<file path="config.mk">
export PLATFORM = sky130hd
export DESIGN_NAME = integer_to_roman_numeral_flat
export DESIGN_NICKNAME = d
export VERILOG_FILES = /design/src/hdl/irn_pkg.sv /design/src/hdl/irn_if.sv /design/src/hdl/irn_front.sv /design/src/hdl/irn_queue.sv /design/src/hdl/irn_back.sv /design/src/hdl/integer_to_roman_numeral.sv /design/src/flat_wrapper.sv
export SDC_FILE = /design/constraint.sdc
export NUM_CORES = 1
export LEC_CHECK = 0
export ABC_AREA = 0
export ABC_CLOCK_PERIOD_IN_PS = 5900
export BUFFER_PORTS_ARGS = -buffer_cell sky130_fd_sc_hd__buf_2
export CAP_MARGIN = 15
export CORE_ASPECT_RATIO = 1.2
export CORE_MARGIN = 2
export CORE_UTILIZATION = 55
export DETAILED_ROUTE_END_ITERATION = 10
export GPL_ROUTABILITY_DRIVEN = 0
export PLACE_DENSITY = 0.7
export SYNTH_ARGS = -nofsm -noshare
export SYNTH_HDL_FRONTEND = slang
export SYNTH_SLANG_ARGS = --single-unit
</file>
<file path="constraint.sdc">
create_clock -name clk -period 5.9 [get_ports clk]
set_clock_uncertainty 0.1 [all_clocks]
set_input_delay 0.295 -clock clk [delete_from_list [all_inputs] [get_ports clk]]
set_output_delay 0.295 -clock clk [all_outputs]
set_load 0.02 [all_outputs]
</file>
<file path="src/hdl/irn_pkg.sv">
// ----------------------------------------------------------------------------
// irn_pkg
// Types, character codes and digit tables shared by the Roman numeral
// converter.
// ----------------------------------------------------------------------------
package irn_pkg;

    localparam int VALUE_W  = 12;
    localparam int SYMBOL_W = 7;
    localparam int DIGIT_W  = 4;
    localparam int DECADES  = 4;
    localparam int QDEPTH   = 2;

    localparam logic [VALUE_W-1:0] MAX_VALUE = 12'd3999;

    // Reciprocal constants for division of a bounded value by a constant.
    localparam logic [12:0] RECIP_1000 = 13'd4195;
    localparam logic [5:0]  RECIP_100  = 6'd41;
    localparam logic [7:0]  RECIP_10   = 8'd205;

    localparam logic [SYMBOL_W-1:0] CH_NONE = 7'h00;
    localparam logic [SYMBOL_W-1:0] CH_M    = 7'h4D;
    localparam logic [SYMBOL_W-1:0] CH_D    = 7'h44;
    localparam logic [SYMBOL_W-1:0] CH_C    = 7'h43;
    localparam logic [SYMBOL_W-1:0] CH_L    = 7'h4C;
    localparam logic [SYMBOL_W-1:0] CH_X    = 7'h58;
    localparam logic [SYMBOL_W-1:0] CH_V    = 7'h56;
    localparam logic [SYMBOL_W-1:0] CH_I    = 7'h49;

    typedef enum logic [1:0] {
        DEC_THOUSANDS = 2'd0,
        DEC_HUNDREDS  = 2'd1,
        DEC_TENS      = 2'd2,
        DEC_UNITS     = 2'd3
    } decade_t;

    typedef enum logic [1:0] {
        POS_ONE  = 2'd0,
        POS_FIVE = 2'd1,
        POS_TEN  = 2'd2,
        POS_NONE = 2'd3
    } glyph_pos_t;

    typedef struct packed {
        logic                             err;
        logic [DECADES-1:0][DIGIT_W-1:0]  digits;
    } item_t;

    function automatic logic [2:0] digit_len(input logic [DIGIT_W-1:0] dig);
        logic [2:0] len;
        unique case (dig)
            4'd1, 4'd5:       len = 3'd1;
            4'd2, 4'd4, 4'd6,
            4'd9:             len = 3'd2;
            4'd3, 4'd7:       len = 3'd3;
            4'd8:             len = 3'd4;
            default:          len = 3'd0;
        endcase
        return len;
    endfunction

    function automatic glyph_pos_t digit_pos(input logic [DIGIT_W-1:0] dig,
                                             input logic [1:0]         idx);
        glyph_pos_t pos;
        pos = POS_ONE;
        if (dig == 4'd4 && idx == 2'd1)
            pos = POS_FIVE;
        else if (dig >= 4'd5 && dig <= 4'd8 && idx == 2'd0)
            pos = POS_FIVE;
        else if (dig == 4'd9 && idx == 2'd1)
            pos = POS_TEN;
        return pos;
    endfunction

    function automatic logic [SYMBOL_W-1:0] glyph(input decade_t    dec,
                                                  input glyph_pos_t pos);
        logic [SYMBOL_W-1:0] ch;
        unique case (dec)
            DEC_THOUSANDS: ch = CH_M;
            DEC_HUNDREDS:  ch = (pos == POS_FIVE) ? CH_D : (pos == POS_TEN) ? CH_M : CH_C;
            DEC_TENS:      ch = (pos == POS_FIVE) ? CH_L : (pos == POS_TEN) ? CH_C : CH_X;
            DEC_UNITS:     ch = (pos == POS_FIVE) ? CH_V : (pos == POS_TEN) ? CH_X : CH_I;
            default:       ch = CH_NONE;
        endcase
        return ch;
    endfunction

endpackage

</file>
<file path="src/hdl/irn_if.sv">
// ----------------------------------------------------------------------------
// irn_if
// Valid/ready channels of the Roman numeral converter: one for the binary
// values and one for the characters.
// ----------------------------------------------------------------------------
interface irn_value_if import irn_pkg::*; ();
    logic               valid;
    logic               ready;
    logic [VALUE_W-1:0] value;

    modport source (output valid, output value, input ready);
    modport sink   (input valid, input value, output ready);
endinterface

interface irn_char_if import irn_pkg::*; ();
    logic                valid;
    logic                ready;
    logic [SYMBOL_W-1:0] symbol;
    logic                last;
    logic                out_of_range;

    modport source (output valid, output symbol, output last, output out_of_range,
                    input ready);
    modport sink   (input valid, input symbol, input last, input out_of_range,
                    output ready);
endinterface

</file>
<file path="src/hdl/irn_front.sv">
// ----------------------------------------------------------------------------
// irn_front
// Accepts binary values, checks the range and splits each value into decimal
// digits over two register stages.
// ----------------------------------------------------------------------------
module irn_front import irn_pkg::*; (
    input  logic        clk,
    input  logic        rst_n,
    irn_value_if.sink   numbers,
    output logic        q_valid,
    input  logic        q_ready,
    output item_t       q_item
);

    logic        s1_valid_reg, s1_valid_next;
    logic        s1_err_reg, s1_err_next;
    logic [1:0]  s1_thou_reg, s1_thou_next;
    logic [9:0]  s1_rem_reg, s1_rem_next;

    logic        s2_valid_reg, s2_valid_next;
    logic        s2_err_reg, s2_err_next;
    logic [1:0]  s2_thou_reg, s2_thou_next;
    logic [3:0]  s2_hund_reg, s2_hund_next;
    logic [6:0]  s2_rem_reg, s2_rem_next;

    logic        s1_adv, s2_adv;
    logic [24:0] prod1;
    logic [2:0]  quo1;
    logic [11:0] rem1;
    logic [15:0] prod2;
    logic [3:0]  quo2;
    logic [9:0]  rem2;
    logic [14:0] prod3;
    logic [3:0]  quo3;
    logic [6:0]  rem3;

    assign s2_adv        = !s2_valid_reg || q_ready;
    assign s1_adv        = !s1_valid_reg || s2_adv;
    assign numbers.ready = s1_adv;

    always_comb
    begin
        prod1         = 25'(numbers.value) * 25'(RECIP_1000);
        quo1          = prod1[24:22];
        rem1          = numbers.value - 12'(13'(quo1) * 13'd1000);
        s1_valid_next = s1_adv ? numbers.valid : s1_valid_reg;
        s1_err_next   = (numbers.value == '0) || (numbers.value > MAX_VALUE);
        s1_thou_next  = quo1[1:0];
        s1_rem_next   = rem1[9:0];

        prod2         = 16'(s1_rem_reg) * 16'(RECIP_100);
        quo2          = prod2[15:12];
        rem2          = s1_rem_reg - 10'(11'(quo2) * 11'd100);
        s2_valid_next = s2_adv ? s1_valid_reg : s2_valid_reg;
        s2_err_next   = s1_err_reg;
        s2_thou_next  = s1_thou_reg;
        s2_hund_next  = quo2;
        s2_rem_next   = rem2[6:0];

        prod3         = 15'(s2_rem_reg) * 15'(RECIP_10);
        quo3          = prod3[14:11];
        rem3          = s2_rem_reg - (7'(quo3) * 7'd10);
    end

    always_ff @(posedge clk or negedge rst_n)
    begin
        if (!rst_n)
        begin
            s1_valid_reg <= 1'b0;
            s2_valid_reg <= 1'b0;
        end
        else
        begin
            s1_valid_reg <= s1_valid_next;
            s2_valid_reg <= s2_valid_next;
        end
    end

    always_ff @(posedge clk)
    begin
        if (s1_adv)
        begin
            s1_err_reg  <= s1_err_next;
            s1_thou_reg <= s1_thou_next;
            s1_rem_reg  <= s1_rem_next;
        end
        if (s2_adv)
        begin
            s2_err_reg  <= s2_err_next;
            s2_thou_reg <= s2_thou_next;
            s2_hund_reg <= s2_hund_next;
            s2_rem_reg  <= s2_rem_next;
        end
    end

    always_comb
    begin
        q_valid = s2_valid_reg;
        q_item.err = s2_err_reg;
        if (s2_err_reg)
            q_item.digits = '0;
        else
        begin
            q_item.digits[DEC_THOUSANDS] = {2'b00, s2_thou_reg};
            q_item.digits[DEC_HUNDREDS]  = s2_hund_reg;
            q_item.digits[DEC_TENS]      = quo3;
            q_item.digits[DEC_UNITS]     = rem3[3:0];
        end
    end

endmodule

</file>
<file path="src/hdl/irn_queue.sv">
// ----------------------------------------------------------------------------
// irn_queue
// Short queue of digit sets between the front and the character sequencer.
// ----------------------------------------------------------------------------
module irn_queue import irn_pkg::*; (
    input  logic  clk,
    input  logic  rst_n,
    input  logic  push_valid,
    output logic  push_ready,
    input  item_t push_item,
    output logic  pop_valid,
    input  logic  pop_ready,
    output item_t pop_item
);

    localparam int PTR_W = (QDEPTH > 1) ? $clog2(QDEPTH) : 1;

    item_t            entry_reg [QDEPTH];
    logic [PTR_W-1:0] wr_ptr_reg, wr_ptr_next;
    logic [PTR_W-1:0] rd_ptr_reg, rd_ptr_next;
    logic [PTR_W:0]   count_reg, count_next;
    logic             do_push, do_pop;

    function automatic logic [PTR_W-1:0] ptr_inc(input logic [PTR_W-1:0] p);
        return (p == PTR_W'(QDEPTH - 1)) ? '0 : p + PTR_W'(1);
    endfunction

    assign push_ready = (count_reg != (PTR_W+1)'(QDEPTH));
    assign pop_valid  = (count_reg != '0);
    assign pop_item   = entry_reg[rd_ptr_reg];
    assign do_push    = push_valid && push_ready;
    assign do_pop     = pop_valid && pop_ready;

    always_comb
    begin
        wr_ptr_next = do_push ? ptr_inc(wr_ptr_reg) : wr_ptr_reg;
        rd_ptr_next = do_pop ? ptr_inc(rd_ptr_reg) : rd_ptr_reg;
        count_next  = count_reg + (PTR_W+1)'(do_push) - (PTR_W+1)'(do_pop);
    end

    always_ff @(posedge clk or negedge rst_n)
    begin
        if (!rst_n)
        begin
            wr_ptr_reg <= '0;
            rd_ptr_reg <= '0;
            count_reg  <= '0;
        end
        else
        begin
            wr_ptr_reg <= wr_ptr_next;
            rd_ptr_reg <= rd_ptr_next;
            count_reg  <= count_next;
        end
    end

    always_ff @(posedge clk)
    begin
        if (do_push)
            entry_reg[wr_ptr_reg] <= push_item;
    end

endmodule

</file>
<file path="src/hdl/irn_back.sv">
// ----------------------------------------------------------------------------
// irn_back
// Character sequencer: walks the digits of one numeral and emits one Roman
// character per cycle, while the output is not stalled, through an output register.
// ----------------------------------------------------------------------------
module irn_back import irn_pkg::*; (
    input  logic       clk,
    input  logic       rst_n,
    input  logic       q_valid,
    output logic       q_ready,
    input  item_t      q_item,
    irn_char_if.source chars
);

    logic                cur_valid_reg, cur_valid_next;
    item_t               cur_item_reg, cur_item_next;
    logic [1:0]          idx_reg, idx_next;
    logic                out_valid_reg, out_valid_next;
    logic [SYMBOL_W-1:0] out_symbol_reg, out_symbol_next;
    logic                out_last_reg, out_last_next;
    logic                out_err_reg, out_err_next;

    logic [DECADES-1:0]  nz;
    decade_t             dec;
    logic [DIGIT_W-1:0]  dig;
    logic [2:0]          len;
    logic                digit_end;
    logic                any_after;
    logic                last_char;
    logic                emit;
    logic [SYMBOL_W-1:0] sym;

    always_comb
    begin
        for (int k = 0; k < DECADES; k++)
            nz[k] = (cur_item_reg.digits[k] != '0);

        priority if (nz[DEC_THOUSANDS]) dec = DEC_THOUSANDS;
        else if (nz[DEC_HUNDREDS])      dec = DEC_HUNDREDS;
        else if (nz[DEC_TENS])          dec = DEC_TENS;
        else                            dec = DEC_UNITS;

        unique case (dec)
            DEC_THOUSANDS: any_after = nz[DEC_HUNDREDS] || nz[DEC_TENS] || nz[DEC_UNITS];
            DEC_HUNDREDS:  any_after = nz[DEC_TENS] || nz[DEC_UNITS];
            DEC_TENS:      any_after = nz[DEC_UNITS];
            default:       any_after = 1'b0;
        endcase

        dig       = cur_item_reg.digits[dec];
        len       = digit_len(dig);
        digit_end = (idx_reg == 2'(len - 3'd1));
        last_char = cur_item_reg.err || (digit_end && !any_after);
        sym       = cur_item_reg.err ? CH_NONE : glyph(dec, digit_pos(dig, idx_reg));
        emit      = cur_valid_reg && (!out_valid_reg || chars.ready);
        q_ready   = !cur_valid_reg || (emit && last_char);
    end

    always_comb
    begin
        cur_valid_next = cur_valid_reg;
        cur_item_next  = cur_item_reg;
        idx_next       = idx_reg;

        if (emit)
        begin
            if (last_char)
                cur_valid_next = 1'b0;
            else if (digit_end)
            begin
                cur_item_next.digits[dec] = '0;
                idx_next = 2'd0;
            end
            else
                idx_next = idx_reg + 2'd1;
        end

        if (q_valid && q_ready)
        begin
            cur_valid_next = 1'b1;
            cur_item_next  = q_item;
            idx_next       = 2'd0;
        end

        out_valid_next  = emit ? 1'b1 : (chars.ready ? 1'b0 : out_valid_reg);
        out_symbol_next = emit ? sym : out_symbol_reg;
        out_last_next   = emit ? last_char : out_last_reg;
        out_err_next    = emit ? cur_item_reg.err : out_err_reg;
    end

    always_ff @(posedge clk or negedge rst_n)
    begin
        if (!rst_n)
        begin
            cur_valid_reg <= 1'b0;
            out_valid_reg <= 1'b0;
            idx_reg       <= 2'd0;
        end
        else
        begin
            cur_valid_reg <= cur_valid_next;
            out_valid_reg <= out_valid_next;
            idx_reg       <= idx_next;
        end
    end

    always_ff @(posedge clk)
    begin
        cur_item_reg   <= cur_item_next;
        out_symbol_reg <= out_symbol_next;
        out_last_reg   <= out_last_next;
        out_err_reg    <= out_err_next;
    end

    assign chars.valid        = out_valid_reg;
    assign chars.symbol       = out_symbol_reg;
    assign chars.last         = out_last_reg;
    assign chars.out_of_range = out_err_reg;

endmodule

</file>
<file path="src/hdl/integer_to_roman_numeral.sv">
// ----------------------------------------------------------------------------
// integer_to_roman_numeral
// Converts a 12-bit binary integer into its Roman numeral, one ASCII
// character per output transaction.
// ----------------------------------------------------------------------------
// Each value from 1 to 3999 yields one transaction per character, most
// significant first, with last set on the final one; any other value yields a
// single transaction with out_of_range and last set and a zero symbol. The
// character sequencer emits one character per cycle while the output is not
// stalled; a numeral has 1 to 15 characters (the longest being 3888), and
// consecutive numerals follow without gaps. The first character passes
// through the first and second digit-split stages, the queue, the sequencer's
// digit register and the output register. The input is taken while earlier
// numerals are still being sent, until the two-entry queue and the split
// stages fill.
module integer_to_roman_numeral import irn_pkg::*; (
    input  logic       clk,
    input  logic       rst_n,
    irn_value_if.sink  numbers,
    irn_char_if.source chars
);

    logic  fq_valid, fq_ready;
    item_t fq_item;
    logic  qb_valid, qb_ready;
    item_t qb_item;

    irn_front u_front (
        .clk     (clk),
        .rst_n   (rst_n),
        .numbers (numbers),
        .q_valid (fq_valid),
        .q_ready (fq_ready),
        .q_item  (fq_item)
    );

    irn_queue u_queue (
        .clk        (clk),
        .rst_n      (rst_n),
        .push_valid (fq_valid),
        .push_ready (fq_ready),
        .push_item  (fq_item),
        .pop_valid  (qb_valid),
        .pop_ready  (qb_ready),
        .pop_item   (qb_item)
    );

    irn_back u_back (
        .clk     (clk),
        .rst_n   (rst_n),
        .q_valid (qb_valid),
        .q_ready (qb_ready),
        .q_item  (qb_item),
        .chars   (chars)
    );

endmodule

</file>
<file path="src/flat_wrapper.sv">
// flat-port wrapper written by rule: the top's interface ports become plain ports
module integer_to_roman_numeral_flat import irn_pkg::*;
  (clk, rst_n, numbers_valid, numbers_value, numbers_ready, chars_valid, chars_symbol, chars_last, chars_out_of_range, chars_ready);
  irn_value_if numbers_i ();
  irn_char_if chars_i ();
  input  logic clk;
  input  logic rst_n;
  input wire logic [$bits(numbers_i.valid)-1:0] numbers_valid;
  input wire logic [$bits(numbers_i.value)-1:0] numbers_value;
  output wire logic [$bits(numbers_i.ready)-1:0] numbers_ready;
  output wire logic [$bits(chars_i.valid)-1:0] chars_valid;
  output wire logic [$bits(chars_i.symbol)-1:0] chars_symbol;
  output wire logic [$bits(chars_i.last)-1:0] chars_last;
  output wire logic [$bits(chars_i.out_of_range)-1:0] chars_out_of_range;
  input wire logic [$bits(chars_i.ready)-1:0] chars_ready;
  assign numbers_i.valid = numbers_valid;
  assign numbers_i.value = numbers_value;
  assign numbers_ready = numbers_i.ready;
  assign chars_valid = chars_i.valid;
  assign chars_symbol = chars_i.symbol;
  assign chars_last = chars_i.last;
  assign chars_out_of_range = chars_i.out_of_range;
  assign chars_i.ready = chars_ready;
  integer_to_roman_numeral u_core (.clk(clk), .rst_n(rst_n), .numbers(numbers_i), .chars(chars_i));
endmodule
</file>
==> impl_metrics.env, run 1 <==
export IMPL_final_max_slew_viol_count=0
export IMPL_tritoncts="done"
export IMPL_h_tree_lvls=3
export IMPL_final_hold_viol_count=0
export IMPL_yosys_area_share_adder=0.3399
export IMPL_post_dp_hpwl_um=12940
export IMPL_cp_end_kind="register"
export IMPL_global_router_s_overall_resource_usage=0.2158
export IMPL_netlist_cell_type_count=77
export IMPL_postRouteWirelength_um=15980
export IMPL_synthTopCellsByArea="sky130_fd_sc_hd__edfxtp_1 31%, sky130_fd_sc_hd__ha_1 25%, sky130_fd_sc_hd__fa_1 8.3%, sky130_fd_sc_hd__inv_1 5.1%, sky130_fd_sc_hd__mux2i_1 3.4%"
export IMPL_antenna_violations_before_repair=0
export IMPL_maximum_net_fanout_on_the_critical_path=3
export IMPL_synthFlopType="sky130_fd_sc_hd__edfxtp_1"
export IMPL_synthMuxAreaShare=0.03692
export IMPL_drc_violations_left=0
export IMPL_rsz_0062_raised_after_global_routing="true"
export IMPL_io_buffers=25
export IMPL_required_ns=5.89
export IMPL_min_from="numbers_valid"
export IMPL_diodes=0
export IMPL_synth_edf_count=82
export IMPL_synthXorXnorAreaFrac=0.03518
export IMPL_cp_startpoint="numbers_value[5]"
export IMPL_drive_above_1_share=0.1876
export IMPL_number_of_buffers_inserted_during_clock_tree_synthesis=9
export IMPL_synth_largest_area_cell="sky130_fd_sc_hd__edfxtp_1"
export IMPL_timing_setup_critical_path_class="in2reg"
export IMPL_initial_core_util=0.5571
export IMPL_synth_simple_area_share=0.09356
export IMPL_post_cts_setup_buffer_count=0
export IMPL_row_count=48
export IMPL_insertion_delay_of_the_later_clocked_pin_in_the_worst_skew_pair_ns=0.34
export IMPL_seq_area_frac_synth=0.3421
export IMPL_wire_length_of_the_first_global_routing_pass_um=26230
export IMPL_design_portCount=27
export IMPL_timing_rr_start="u_core.u_front.s2_rem_reg[4]$_DFFE_PP_"
export IMPL_vertical_extent_of_the_die_um=135.5
export IMPL_synth_compound_gate_area_share=0.09198
export IMPL_worstHoldPathType="in2reg"
export IMPL_tritoncts_num_sinks=92
export IMPL_nets=978
export IMPL_nature_of_the_critical_path_startpoint="input pin"
export IMPL_floorplan_core_area_um2=14230
export IMPL_ant_nets=0
export IMPL_detail_route_first_pass_iterations=5
export IMPL_maxClockFrequency_ghz=0.1726
export IMPL_num_vias=5360
export IMPL_worst_setup_hold_path_clk_slew_ns=0.06
export IMPL_cap_violations=0
export IMPL_die_area_um2=15400
export IMPL_grt_overflow_total=0
export IMPL_die_w_um=113.6
export IMPL_synth_yosys_warnings=0
export IMPL_avgSynthCellArea_um2=11.46
export IMPL_fin_crit_sh=0.9817
export IMPL_ctsLongestPathBuffers=2
export IMPL_async_reset_ff_frac=0.1087
export IMPL_synth_top_family_by_area="adder cells"
export IMPL_detail_route_wl_per_cell_um=16.86
export IMPL_yosysTopAreaCellShare=0.3105
export IMPL_cts_root_cell="sky130_fd_sc_hd__clkbuf_16"
export IMPL_via_density=5.654
export IMPL_drt_first_iter_violations=337
export IMPL_largest_reg_flops=30
export IMPL_synthesis_area_um2=7930
export IMPL_area_growth_pct=15.30
export IMPL_transition_time_of_the_tightest_slew_check_pin_ns=0.8983
export IMPL_syn_instance_count=692
export IMPL_maxSlewHeadroom=0.4012
export IMPL_min_period_ns=5.792
export IMPL_finalSetupViolations=0
export IMPL_grt_pass1_vias=5732
export IMPL_hold_slack_ns=0.05786
export IMPL_crit_arrival_ns=5.78
export IMPL_largest_net_degree_at_the_start_of_global_routing=19
export IMPL_ys_seq_elements=92
export IMPL_status="finished clean"
## worst paths after layout
| kind | end | slack, ns | depth (start not counted) |
|---|---|---|---|
| max | u_core.u_front.s1_rem_reg[8]$_DFFE_PP_ | 0.11 | 26 |
| min | u_core.u_front.s1_valid_reg$_DFFE_PN0P_ | 0.06 | 2 |
| max reg2reg | u_core.u_queue.entry_reg[0][15]$_DFFE_PP_ | 0.51 | 18 |
| min reg2reg | u_core.u_front.s2_thou_reg[0]$_DFFE_PP_ | 0.31 | 0 |
| max in group asynchronous | u_core.u_queue.rd_ptr_reg$_DFFE_PN0P_ | 5.25 | 2 |
| min in group asynchronous | u_core.u_back.idx_reg[0]$_DFFE_PN0P_ | 0.26 | 2 |
## critical path, cell delays in order
cell                       delay (ns)
sky130_fd_sc_hd__buf_2           0.14
sky130_fd_sc_hd__ha_1            0.22
sky130_fd_sc_hd__inv_1           0.09
sky130_fd_sc_hd__fa_1            0.57
sky130_fd_sc_hd__fa_1            0.45
sky130_fd_sc_hd__fa_1            0.55
sky130_fd_sc_hd__inv_1           0.04
sky130_fd_sc_hd__ha_1            0.28
sky130_fd_sc_hd__nand4_1         0.09
sky130_fd_sc_hd__or4_4           0.43
sky130_fd_sc_hd__a211oi_4        0.32
sky130_fd_sc_hd__o21a_1          0.17
sky130_fd_sc_hd__a21oi_2         0.07
sky130_fd_sc_hd__nand2b_1        0.18
sky130_fd_sc_hd__and2_4          0.18
sky130_fd_sc_hd__ha_4            0.26
sky130_fd_sc_hd__ha_4            0.12
sky130_fd_sc_hd__inv_2           0.03
sky130_fd_sc_hd__fa_2            0.34
sky130_fd_sc_hd__xor2_2          0.16
sky130_fd_sc_hd__ha_1            0.34
sky130_fd_sc_hd__inv_2           0.06
sky130_fd_sc_hd__nand3_2         0.07
sky130_fd_sc_hd__o31ai_1         0.06
sky130_fd_sc_hd__a21oi_1         0.14
sky130_fd_sc_hd__nand3_1         0.09
## synth_stat cells (all sizes together), types with 5 or more instances
cell type / n
a311oi: 5
xnor2: 25
nand4: 7
xor2: 6
buf: 6
nor2: 29
nor2b: 10
dfrtp: 10
nand3: 10
a31oi: 6
edfxtp: 82
o21bai: 5
a21oi: 27
nor4: 7
fa: 33
inv: 107
mux2i: 27
o21ai: 11
nand2b: 7
o2111ai: 5
nand2: 36
clkbuf: 5
ha: 161
## cells in the final DEF (no fill, tap or decap), drive strengths merged, types with 4 or more instances in the layout
cell type,n
or2,4
a31oi,6
nor4,7
nor3,4
ha,161
nor2b,10
nand2b,7
nor4b,4
inv,109
buf,73
nand2,36
o21ai,11
nand4,7
o2111ai,5
dfrtp,10
o21bai,5
clkbuf,9
mux2i,27
xnor2,25
edfxtp,82
xor2,6
a211oi,4
fa,33
nand3,10
and3,4
a311oi,5
a21oi,27
nor2,29
## through the flow
stage / instance area, um^2 / setup slack, ns / cells / setup TNS, ns / utilization
floorplan: 7994 / 0.04541 / 694 / 0 / -
global placement: 8628 / -0.2245 / 931 / -0.5155 / 0.6062
detailed placement: 8628 / -0.4260 / 931 / -1.045 / 0.6062
CTS: 9004 / 0.01030 / 948 / 0 / 0.6326
global route: 9144 / -0.1032 / 948 / -0.1591 / 0.6424
finish: 9144 / 0.1077 / 948 / 0 / 0.6424
## cell families after synthesis
logic type | Yosys count
XOR/XNOR | 31
buffers and inverters | 118
other | 1
multiplexers | 29
AND/OR/NAND/NOR | 135
flip-flops | 92
AO/OA/AOI/OAI | 90
adder cells (fa/ha/maj) | 196
## per-layer routing
metal / GRT usage / vias to the layer above / share of wire
li1: - / 2619 / -
met1: 0.2352 / 2610 / 0.39
met2: 0.4115 / 95 / 0.56
met3: 0.02192 / 36 / 0.016
met4: 0.1098 / 0 / 0.037
met5: 0 / - / 0
## timing repair
action	in CTS	in global routing
pin swaps	2	25
hold buffers	1	0
hold endpoints to repair	10	0
gates resized for setup	2	24
endpoints found under the setup margin	1	3
## area by class of cell
cell class / count / area [um^2]
tap: 175 / 219.0
sequential: 92 / 2713
fill: 1062 / 5090
inverter: 107 / 406.6
clock buffer: 9 / 225.2
clock inverter: 7 / 122.6
multi-input combinational: 484 / 4950
timing repair buffer: 74 / 508.0
Power of run 1 is not shown: default switching activity piles up to over one toggle a cycle in this logic, so the estimate is an artifact.
==> run 2: changes to the inputs <==
PLACE_DENSITY = 0.77   (was 0.7)
==> impl_metrics.env, run 2 (synthesized netlist as in run 1, its figures left out) <==
export IMPL_initial_core_util=0.5571
export IMPL_final_max_slew_viol_count=0
export IMPL_post_dp_hpwl_um=12340
export IMPL_vertical_extent_of_the_die_um=135.5
export IMPL_insertion_delay_of_the_later_clocked_pin_in_the_worst_skew_pair_ns=0.34
export IMPL_maximum_net_fanout_on_the_critical_path=3
export IMPL_die_w_um=113.6
export IMPL_grt_overflow_total=0
export IMPL_slowest_cell_on_the_critical_path="sky130_fd_sc_hd__fa_1"
export IMPL_finalSetupViolations=0
export IMPL_maxSlewHeadroom=0.3859
export IMPL_ant_nets=0
export IMPL_cp_startpoint="numbers_value[1]"
export IMPL_transition_time_of_the_tightest_slew_check_pin_ns=0.9211
export IMPL_detail_route_wl_per_cell_um=16.28
export IMPL_required_ns=5.88
export IMPL_cell_area_placed_um2=8591
export IMPL_timing_reg2reg_setup_slack_ns=0.68
export IMPL_maxClockFrequency_ghz=0.1698
export IMPL_via_density=5.646
export IMPL_floorplan_core_area_um2=14230
export IMPL_timing_setup_critical_path_class="in2reg"
export IMPL_worstHoldPathType="in2reg"
export IMPL_postRouteWirelength_um=15450
export IMPL_row_count=48
export IMPL_cap_violations=0
export IMPL_largest_reg_flops=30
export IMPL_cp_end_kind="register"
export IMPL_largest_net_degree_at_the_start_of_global_routing=19
export IMPL_final_hold_viol_count=0
export IMPL_tritoncts="done"
export IMPL_design_portCount=27
export IMPL_timing_rr_start="u_core.u_front.s2_rem_reg[5]$_DFFE_PP_"
export IMPL_area_growth_pct=14.97
export IMPL_detail_route_first_pass_iterations=4
export IMPL_max_stage_delay_ns=0.55
export IMPL_nets=979
export IMPL_nature_of_the_critical_path_startpoint="input pin"
export IMPL_tritoncts_num_sinks=92
export IMPL_setup_tns_ns=0
export IMPL_h_tree_lvls=3
export IMPL_die_area_um2=15400
export IMPL_min_period_ns=5.888
export IMPL_grt_pass1_vias=5673
export IMPL_num_vias=5358
export IMPL_cts_root_cell="sky130_fd_sc_hd__clkbuf_16"
export IMPL_diodes=0
export IMPL_layout_cells_most_common="sky130_fd_sc_hd__ha_1"
export IMPL_worst_setup_slack_after_layout_ns=0.01169
export IMPL_drc_violations_left=0
export IMPL_drive_above_1_share=0.1886
export IMPL_fin_crit_sh=0.9980
export IMPL_dpl_worst_slack_ns=-0.4010
export IMPL_rsz_0062_raised_after_global_routing="true"
export IMPL_rr_worst_depth=18
export IMPL_crit_path_end="u_core.u_front.s1_rem_reg[9]$_DFFE_PP_"
export IMPL_crit_arrival_ns=5.87
export IMPL_ctsLongestPathBuffers=2
export IMPL_worst_setup_hold_path_clk_slew_ns=0.06
export IMPL_global_router_s_overall_resource_usage=0.2058
export IMPL_layout_cells_most_common_list="152 x sky130_fd_sc_hd__ha_1, 101 x sky130_fd_sc_hd__inv_1, 82 x sky130_fd_sc_hd__edfxtp_1"
export IMPL_number_of_buffers_inserted_during_clock_tree_synthesis=9
export IMPL_antenna_violations_before_repair=0
export IMPL_drt_first_iter_violations=254
export IMPL_io_buffers=25
export IMPL_status="finished clean"
export IMPL_reg2reg_to="u_core.u_queue.entry_reg[0][15]$_DFFE_PP_"
export IMPL_fin_area_um2=9117
export IMPL_wire_length_of_the_first_global_routing_pass_um=25430
run 2: worst max-delay path, delay by kind of cell:
| kind | cells | cell delay [ns] |
|---|---|---|
| AOI/OAI and AO/OA | 5 | 0.78 |
| buffers and inverters | 6 | 0.58 |
| adders and majority gates | 9 | 3.00 |
| xor gates and xnor gates | 2 | 0.28 |
| and+or+nand+nor | 4 | 0.92 |
run 2: area by class of cell:
| class | count | area, um^2 |
|---|---|---|
| well taps | 175 | 219.0 |
| clock buffers | 13 | 281.5 |
| fillers | 1016 | 5116 |
| flip-flops and latches | 92 | 2713 |
| inverters | 107 | 409.1 |
| clock inverters | 3 | 42.54 |
| repair buffers | 75 | 519.2 |
| multi-input cells | 484 | 4933 |
run 2: timing repair:
action / 4_1_cts / 5_1_grt
buffers inserted: 1 / 4
hold buffers: 1 / 0
resized for setup: 1 / 28
gates cloned: 0 / 0
endpoints found under the hold margin: 10 / 0
setup endpoints to repair: 1 / 3
pin swaps: 2 / 22
run 2: stage by stage:
stage / hold slack, ns / std cells / util
2_1_floorplan: -0.1006 / 694 / -
3_3_place_gp: 0.06132 / 926 / 0.6036
3_5_place_dp: 0.06802 / 926 / 0.6036
4_1_cts: 0.03699 / 944 / 0.6279
5_1_grt: 0.04076 / 949 / 0.6406
6_report: 0.04707 / 949 / 0.6406
run 2: how the worst min path moves through the flow:
stage,startpoint,end,cells past startpoint
3_3_place_gp,rst_n,u_core.u_front.s1_valid_reg$_DFFE_PN0P_,1
5_1_grt,numbers_valid,u_core.u_front.s1_valid_reg$_DFFE_PN0P_,2
3_5_place_dp,rst_n,u_core.u_front.s1_valid_reg$_DFFE_PN0P_,1
6_report,numbers_valid,u_core.u_front.s1_valid_reg$_DFFE_PN0P_,2
4_1_cts,numbers_valid,u_core.u_front.s1_valid_reg$_DFFE_PN0P_,2
2_1_floorplan,rst_n,u_core.u_back.chars.valid$_DFFE_PN0P_,0
run 2: metal layers:
layer,up-vias,track usage,share of wire
met5,-,0,0
met2,96,0.4065,0.56
li1,2611,-,-
met3,40,0.01924,0.019
met4,0,0.08604,0.032
met1,2611,0.2210,0.39
Power of run 2 is left out for the same reason.
